File: config.mk
export PLATFORM = sky130hd
export DESIGN_NAME = multilevel_queue_scheduler_with_aging
export DESIGN_NICKNAME = d
export VERILOG_FILES = /design/src/hw/rtl/mlqs_pkg.sv /design/src/hw/rtl/multilevel_queue_scheduler_with_aging.sv
export SDC_FILE = /design/constraint.sdc
export NUM_CORES = 2
export LEC_CHECK = 0
export BUFFER_PORTS_ARGS = -buffer_cell sky130_fd_sc_hd__buf_4
export CAP_MARGIN = 20
export CORE_ASPECT_RATIO = 0.9
export CORE_MARGIN = 2
export CORE_UTILIZATION = 37
export DETAILED_ROUTE_END_ITERATION = 8
export GPL_ROUTABILITY_DRIVEN = 0
export PLACE_DENSITY = 0.51
export RECOVER_POWER = 25
export SLEW_MARGIN = 5
export SYNTH_ARGS = -nofsm -noshare
export SYNTH_HDL_FRONTEND = slang
export SYNTH_SLANG_ARGS = --single-unit
File: constraint.sdc
create_clock -name clk_i -period 10.3 [get_ports clk_i]
set_input_delay 1.03 -clock clk_i [delete_from_list [all_inputs] [get_ports clk_i]]
set_output_delay 1.03 -clock clk_i [all_outputs]
set_load 0.02 [all_outputs]
File: src/hw/rtl/mlqs_pkg.sv
// Package for the multilevel queue scheduler: types, constants and a helper function.
`default_nettype none
package mlqs_pkg;
  localparam int unsigned SlotsDef = 16;
  localparam logic [15:0] AgingPeriodRst = 16'd1500;
  localparam logic [7:0]  AgingStepRst   = 8'd10;
  localparam logic [7:0]  MidFloorRst    = 8'd50;
  localparam logic [7:0]  TopFloorRst    = 8'd100;
  localparam logic [7:0]  PrioCap        = 8'd149;

  typedef enum logic [1:0] {
    CMD_INSERT = 2'd0,
    CMD_PICK   = 2'd1,
    CMD_AGE    = 2'd2,
    CMD_NOP    = 2'd3
  } cmd_e;

  typedef enum logic [1:0] {
    REG_PERIOD = 2'd0,
    REG_STEP   = 2'd1,
    REG_MID    = 2'd2,
    REG_TOP    = 2'd3
  } reg_e;

  typedef enum logic [1:0] {
    ST_IDLE,
    ST_SCAN,
    ST_DONE
  } state_e;

  function automatic logic [1:0] level_of(input logic [7:0] prio, input logic [7:0] top_f,
                                          input logic [7:0] mid_f);
    logic [1:0] lvl;
    if (prio >= top_f) lvl = 2'd1;
    else if (prio >= mid_f) lvl = 2'd2;
    else lvl = 2'd3;
    return lvl;
  endfunction
endpackage
`default_nettype wire

File: src/hw/rtl/multilevel_queue_scheduler_with_aging.sv
// Top level: multilevel ready-thread scheduler with aging over a slot table.
// Every command scans the whole slot table between the start edge and the done beat:
// one slot table entry per cycle is visited by a single shared compare/update unit.
// One command at a time; busy is high until the result beat is shown, so a new command is
// accepted only after the previous one has finished. Reset empties the table, clears the insert
// counter and preempt, loads register defaults. done_o lasts one cycle and cannot be stalled.
`default_nettype none
module multilevel_queue_scheduler_with_aging import mlqs_pkg::*; #(
  parameter int unsigned SLOTS = SlotsDef
) (
  input  wire                clk_i,
  input  wire                rst_ni,
  input  wire                start,
  output logic               busy,
  input  wire  [1:0]         command_i,
  input  wire  [7:0]         thread_id_i,
  input  wire  [7:0]         priority_req_i,
  input  wire  signed [23:0] remaining_burst_i,
  input  wire  [31:0]        now_i,
  input  wire  [1:0]         running_level_i,
  input  wire  signed [23:0] running_remaining_i,
  input  wire                cfg_we_i,
  input  wire  [1:0]         cfg_idx_i,
  input  wire  [15:0]        cfg_data_i,
  output logic               done_o,
  output logic               picked_valid_o,
  output logic [7:0]         picked_id_o,
  output logic [1:0]         picked_level_o,
  output logic               preempt_o,
  output logic               table_full_o
);
  localparam int unsigned IW = (SLOTS > 1) ? $clog2(SLOTS) : 1;
  localparam int unsigned CW = $clog2(SLOTS + 1);

  logic [15:0] period_q;
  logic [7:0]  step_q, mid_q, top_q;

  logic [SLOTS-1:0] valid_q;
  logic [7:0]         thr_m  [SLOTS];
  logic [7:0]         pri_m  [SLOTS];
  logic [31:0]        wait_m [SLOTS];
  logic [31:0]        seen_m [SLOTS];
  logic signed [23:0] rem_m  [SLOTS];
  logic [15:0]        ord_m  [SLOTS];
  logic [15:0] ctr_q;
  logic        preempt_q;

  state_e state_q, state_d;
  logic [CW-1:0] cnt_q;
  logic [IW-1:0] idx;
  logic [1:0] cmd_q, rlvl_q;
  logic [7:0] tid_q, preq_q;
  logic signed [23:0] burst_q, rrem_q;
  logic [31:0] now_q;

  logic          best_v_q;
  logic [IW-1:0] best_q;
  logic [1:0]    best_lvl_q;
  logic signed [23:0] best_rem_q;
  logic [7:0]    best_pri_q;
  logic [15:0]   best_age_q;
  logic          higher_q, have_top_q;
  logic signed [23:0] top_min_q;

  logic [7:0] cur_pri;
  logic [31:0] wsum, wnew;
  logic [8:0] psum;
  logic [7:0] pnew;
  logic [1:0] lvl, alvl;
  logic [15:0] age;
  logic better;
  logic accept;

  assign idx = cnt_q[IW-1:0];
  assign accept = start && !busy;
  assign busy = (state_q != ST_IDLE);

  always_comb begin
    cur_pri = pri_m[idx];
    lvl = level_of(cur_pri, top_q, mid_q);
    age = ctr_q - ord_m[idx];
    better = 1'b0;
    if (!best_v_q || lvl < best_lvl_q) better = 1'b1;
    else if (lvl == best_lvl_q) begin
      if (lvl == 2'd1 && rem_m[idx] != best_rem_q) better = rem_m[idx] < best_rem_q;
      else if (lvl == 2'd2 && cur_pri != best_pri_q) better = cur_pri > best_pri_q;
      else better = age > best_age_q;
    end
    wsum = wait_m[idx] + (now_q - seen_m[idx]);
    psum = {1'b0, cur_pri} + {1'b0, step_q};
    wnew = wsum;
    pnew = cur_pri;
    if (wsum > {16'd0, period_q}) begin
      wnew = wsum - {16'd0, period_q};
      pnew = (psum > {1'b0, PrioCap}) ? PrioCap : psum[7:0];
    end
    alvl = level_of(pnew, top_q, mid_q);
  end

  always_comb begin
    state_d = state_q;
    unique case (state_q)
      ST_IDLE: if (accept) state_d = ST_SCAN;
      ST_SCAN: if (cnt_q == CW'(SLOTS - 1)) state_d = ST_DONE;
      ST_DONE: state_d = ST_IDLE;
      default: state_d = ST_IDLE;
    endcase
  end

  always_ff @(posedge clk_i or negedge rst_ni) begin
    if (!rst_ni) begin
      state_q <= ST_IDLE;
      period_q <= AgingPeriodRst;
      step_q <= AgingStepRst;
      mid_q <= MidFloorRst;
      top_q <= TopFloorRst;
      valid_q <= '0;
      ctr_q <= '0;
      preempt_q <= 1'b0;
      cnt_q <= '0;
      done_o <= 1'b0;
      picked_valid_o <= 1'b0;
      picked_id_o <= '0;
      picked_level_o <= '0;
      table_full_o <= 1'b0;
      best_v_q <= 1'b0;
      best_q <= '0;
      higher_q <= 1'b0;
      have_top_q <= 1'b0;
      cmd_q <= CMD_NOP;
    end else begin
      state_q <= state_d;
      done_o <= 1'b0;
      if (cfg_we_i) begin
        unique case (reg_e'(cfg_idx_i))
          REG_PERIOD: period_q <= cfg_data_i;
          REG_STEP:   step_q <= cfg_data_i[7:0];
          REG_MID:    mid_q <= cfg_data_i[7:0];
          REG_TOP:    top_q <= cfg_data_i[7:0];
          default: ;
        endcase
      end
      unique case (state_q)
        ST_IDLE: if (accept) begin
          cmd_q <= command_i;
          cnt_q <= '0;
          best_v_q <= 1'b0;
          higher_q <= 1'b0;
          have_top_q <= 1'b0;
        end
        ST_SCAN: begin
          cnt_q <= cnt_q + CW'(1);
          if (valid_q[idx]) begin
            if (cmd_q == CMD_PICK && better) begin
              best_v_q <= 1'b1;
              best_q <= idx;
            end
            if (cmd_q == CMD_AGE) begin
              if (alvl == 2'd1 && (!have_top_q || rem_m[idx] < top_min_q)) begin
                have_top_q <= 1'b1;
              end
              if (alvl < rlvl_q) higher_q <= 1'b1;
            end
          end else if (cmd_q == CMD_INSERT && !best_v_q) begin
            best_v_q <= 1'b1;
            best_q <= idx;
          end
        end
        ST_DONE: begin
          done_o <= 1'b1;
          picked_valid_o <= 1'b0;
          picked_id_o <= '0;
          picked_level_o <= '0;
          table_full_o <= 1'b0;
          unique case (cmd_e'(cmd_q))
            CMD_INSERT: begin
              if (best_v_q) begin
                valid_q[best_q] <= 1'b1;
                ctr_q <= ctr_q + 16'd1;
              end else table_full_o <= 1'b1;
            end
            CMD_PICK: if (best_v_q) begin
              picked_valid_o <= 1'b1;
              picked_id_o <= thr_m[best_q];
              picked_level_o <= best_lvl_q;
              valid_q[best_q] <= 1'b0;
            end
            CMD_AGE: preempt_q <= higher_q || (have_top_q && top_min_q < rrem_q);
            default: ;
          endcase
        end
        default: ;
      endcase
    end
  end

  always_ff @(posedge clk_i) begin
    if (accept) begin
      rlvl_q <= running_level_i;
      tid_q <= thread_id_i;
      preq_q <= (priority_req_i > PrioCap) ? PrioCap : priority_req_i;
      burst_q <= remaining_burst_i;
      rrem_q <= running_remaining_i;
      now_q <= now_i;
    end
    if (state_q == ST_SCAN && valid_q[idx]) begin
      if (cmd_q == CMD_PICK && better) begin
        best_lvl_q <= lvl;
        best_rem_q <= rem_m[idx];
        best_pri_q <= cur_pri;
        best_age_q <= age;
      end
      if (cmd_q == CMD_AGE) begin
        wait_m[idx] <= wnew;
        seen_m[idx] <= now_q;
        pri_m[idx] <= pnew;
        if (alvl == 2'd1 && (!have_top_q || rem_m[idx] < top_min_q)) top_min_q <= rem_m[idx];
      end
    end
    if (state_q == ST_DONE && cmd_q == CMD_INSERT && best_v_q) begin
      thr_m[best_q] <= tid_q;
      pri_m[best_q] <= preq_q;
      rem_m[best_q] <= burst_q;
      wait_m[best_q] <= '0;
      seen_m[best_q] <= now_q;
      ord_m[best_q] <= ctr_q;
    end
  end

  assign preempt_o = preempt_q;

`ifndef NO_ASSERTIONS
  a_done_after_scan: assert property (@(posedge clk_i) disable iff (!rst_ni)
    done_o |-> $past(state_q == ST_DONE)) else $error("done without finish");
  a_no_accept_busy: assert property (@(posedge clk_i) disable iff (!rst_ni)
    (state_q == ST_SCAN) |-> busy) else $error("scan while not busy");
  a_pick_fields: assert property (@(posedge clk_i) disable iff (!rst_ni)
    !picked_valid_o |-> (picked_level_o == 2'd0 && picked_id_o == 8'd0))
    else $error("stale pick fields");
  a_full_only_insert: assert property (@(posedge clk_i) disable iff (!rst_ni)
    (done_o && table_full_o) |-> (cmd_q == CMD_INSERT && valid_q == {SLOTS{1'b1}}))
    else $error("full flag wrong");
`endif
endmodule
`default_nettype wire
==> key figures <==
Worst setup path
  • Crit path max fanout: 46
  • Crit Path Class: reg2reg
  • Largest stage delay on the critical path: 930 ps
  • Worst setup EP type: register
  • Critical Path RT: roughly 11000 ps
  • Worst path slowest cell: dfrtp_4
  • CP startpoint kind: register
  • Crit path max-delay family: compound AO/OA/AOI/OAI gates
  • Crit path buf inv count: 3
  • Worst Path Arrival: 10070 ps

Clocking
  • Worst-path clk slew: roughly 70 ps
  • Post_cts resized: 0
  • Postcts setup bufs: 0
  • Clock Tree Root: clkbuf_16
  • TritonCTS clock tree: yes
  • Clk_lat worst skew: 900 ps
  • Clk buf depth: 4
  • # hold bufs at CTS: 0
  • Clock sinks: 2194
  • Number of buffers created by CTS: between 200 and 250
  • H-tree levels: 4

Outcome
  • Status: finished with violations
  • Failing checks: capacitance limit, slew limit

Final layout
  • Most common cell after layout, fill and taps aside: edfxtp_1
  • Nets: 5837
  • Fillers: 21500
  • Area Growth Syn to Fin: 14.0%
  • Layout cells sized above 1: 17.1%
  • Commonest non-fill, non-tap cells in the layout: 2092 x edfxtp_1, 455 x mux2i_1, 269 x mux4_2, 266 x a221oi_1, 251 x inv_1
  • Final Non-Filler Cells: 8887

Global routing
  • Gr ovfl total: 0
  • Vias in the first global route: just under 50000
  • All-Layer GR Usage: 19.0%
  • Antenna violations before repair: 10
  • First-pass GRT wire length: between 300 and 400 mm
  • Largest net degree at the start of global routing: ~110

Timing
  • Relative slew margins: -94.9%
  • Final TNS setup: 0 ps
  • RSZ-0062 raised after global routing: no
  • Final period util: 90.2%
  • Minimum clock period: 9290 ps
  • Clk_skew: 80.4 ps
  • Fmax: 108 MHz
  • Final Hold Viols: 0
  • Final setup viols: 0
  • Slew Viols, Final: 75
  • Worst-Margin Slew: ~2900 ps

Routing
  • Routed WL: 242 mm
  • Routed Antenna Nets: 0
  • # DRC: 0
  • Routed len/inst: 27.2 um
  • DR pass1 iterations: 5
  • Vias per inst: 5.47
  • Vias: 48600
  • Initial DRC count: 4440

Floorplan
  • Ports: 137
  • Die boundary height: 475 um
  • Die width: roughly 530 um
  • Starting Density: 37.3%
  • CORE AREA: approximately 240000 um^2
  • FP Rows: 172
  • Die ar.: 250000 um^2

Synth
  • Mapped cell area: between 90000 and 100000 um^2
  • Post-synth cell types: a little over 90
  • Post-synthesis cell count: about 5200
  • Ys async rst share: 4.65%
  • Post-synthesis sequential area ratio: 71.7%
  • Post-Syn Nets: 5564
  • Post-synth top flop: edfxtp_1
  • Yosys warns: 0
  • Register bit count reported by yosys: 2194
  • Mean post-synth cell area: ~18 um^2
  • EDFF count, synth: 2092

Placed design
  • Cell Count Post-Placement: 8456
  • # port buffers: between 100 and 150
  • Dpl hpwl: 136 mm

Run
  • Max cap viols: 2

Min path
  • Worst Hold Class: in2reg
==> final cells by class <==
class / instances / area (um^2) / share of cell area (%)
Inverter: 253 / 956 / 0.919
Tap cell: 3219 / 4030 / 3.87
Timing Repair Buffer: 275 / 2190 / 2.11
Sequential cell: 2194 / 65400 / 62.9
Multi-Input combinational cell: 2523 / 24200 / 23.3
Clock inverter: 103 / 916 / 0.881
Clock buffer: 313 / 6270 / 6.03
Antenna cell: 7 / 17.5 / 0.0168
==> per-layer routing <==
metal | GRT usage [%] | vias to the layer above | wire length, um
li1 | - | 21400 | -
met1 | 29.1 | 25500 | 117000
met2 | 29.0 | 1358 | 108000
met3 | 2.51 | 282 | 12100
met4 | 3.89 | 0 | 4360
met5 | 0 | - | 0
==> metrics by stage <==
stage / setup slack [ps] / cell area (um^2) / utilization [%] / hold slack (ps)
after floorplan: 62.4 / 91200 / - / 450
after global placement: 944 / 96800 / 39.6 / 462
after detailed placement: 998 / 96800 / 39.6 / 471
after CTS: 964 / 104000 / 42.5 / 147
after global routing: 257 / 104000 / 42.5 / 267
final: 1010 / 104000 / 42.5 / 326
==> cells in the mapped netlist, drive strengths merged (17+ instances only) <==
cell	instances	area [um^2]
clkbuf	154	578
a21oi	117	593
a22oi	66	495
a21o	53	398
inv	252	946
fa	34	681
nand3	31	155
xor2	24	210
edfxtp	2092	62800
a211oi	18	145
mux4	269	6060
o21ai	171	856
and2	19	119
nor2b	28	175
dfrtp	85	2130
a221oi	266	2330
nand2b	37	231
ha	203	2540
nor3	25	136
dfstp	17	447
mux2i	456	4560
nand2	182	683
nand4	28	175
xnor2	48	435
mux2	55	642
nor2	218	821
buf	81	372
==> registers in the layout, indices dropped and copies added, names as in the netlist, 4 cells and up, named ones only <==
signal and cells:
step_q 8, top_q 8, tid_q 8, thr_m 128
pri_m 128, best_q 4, burst_q 24, best_pri_q 8
seen_m 512, wait_m 512, rrem_q 24, best_age_q 16
top_min_q 24, ctr_q 16, period_q 16, preq_q 8
cnt_q 5, best_rem_q 24, picked_id_o 8, rem_m 384
mid_q 8, now_q 32, ord_m 256
==> kinds of logic (layout without fill, tap and decap cells) <==
logic type,count (synthesis),in the layout,share of synthesized area (%)
multiplexers,780,780,12.4
XOR/XNOR,72,72,0.708
flip-flops,2194,2194,71.7
buffers and inverters,488,944,2.08
adder cells (fa/ha/maj),237,237,3.53
AND/OR/NAND/NOR,632,632,3.29
AO/OA/AOI/OAI,802,802,6.30
other,0,7,0
==> path summary, 6_finish.rpt <==
check | from | endpoint | slack [ps] | depth (start not counted)
min in group asynchronous | rst_ni | picked_id_o[1] | 1100 | 1
worst max register to register | cnt_q[0] | higher_q | 1010 | 29
worst max-delay path | cnt_q[0] | higher_q | 1010 | 29
worst min register to register | cnt_q[4] | cnt_q[4] | 480 | 2
max in group asynchronous | rst_ni | ctr_q[15] | 7150 | 3
worst min-delay path | now_i[3] | now_q[3] | 330 | 1
Power is not shown: default switching activity piles up to over one toggle a cycle in this logic, so the estimate is an artifact.
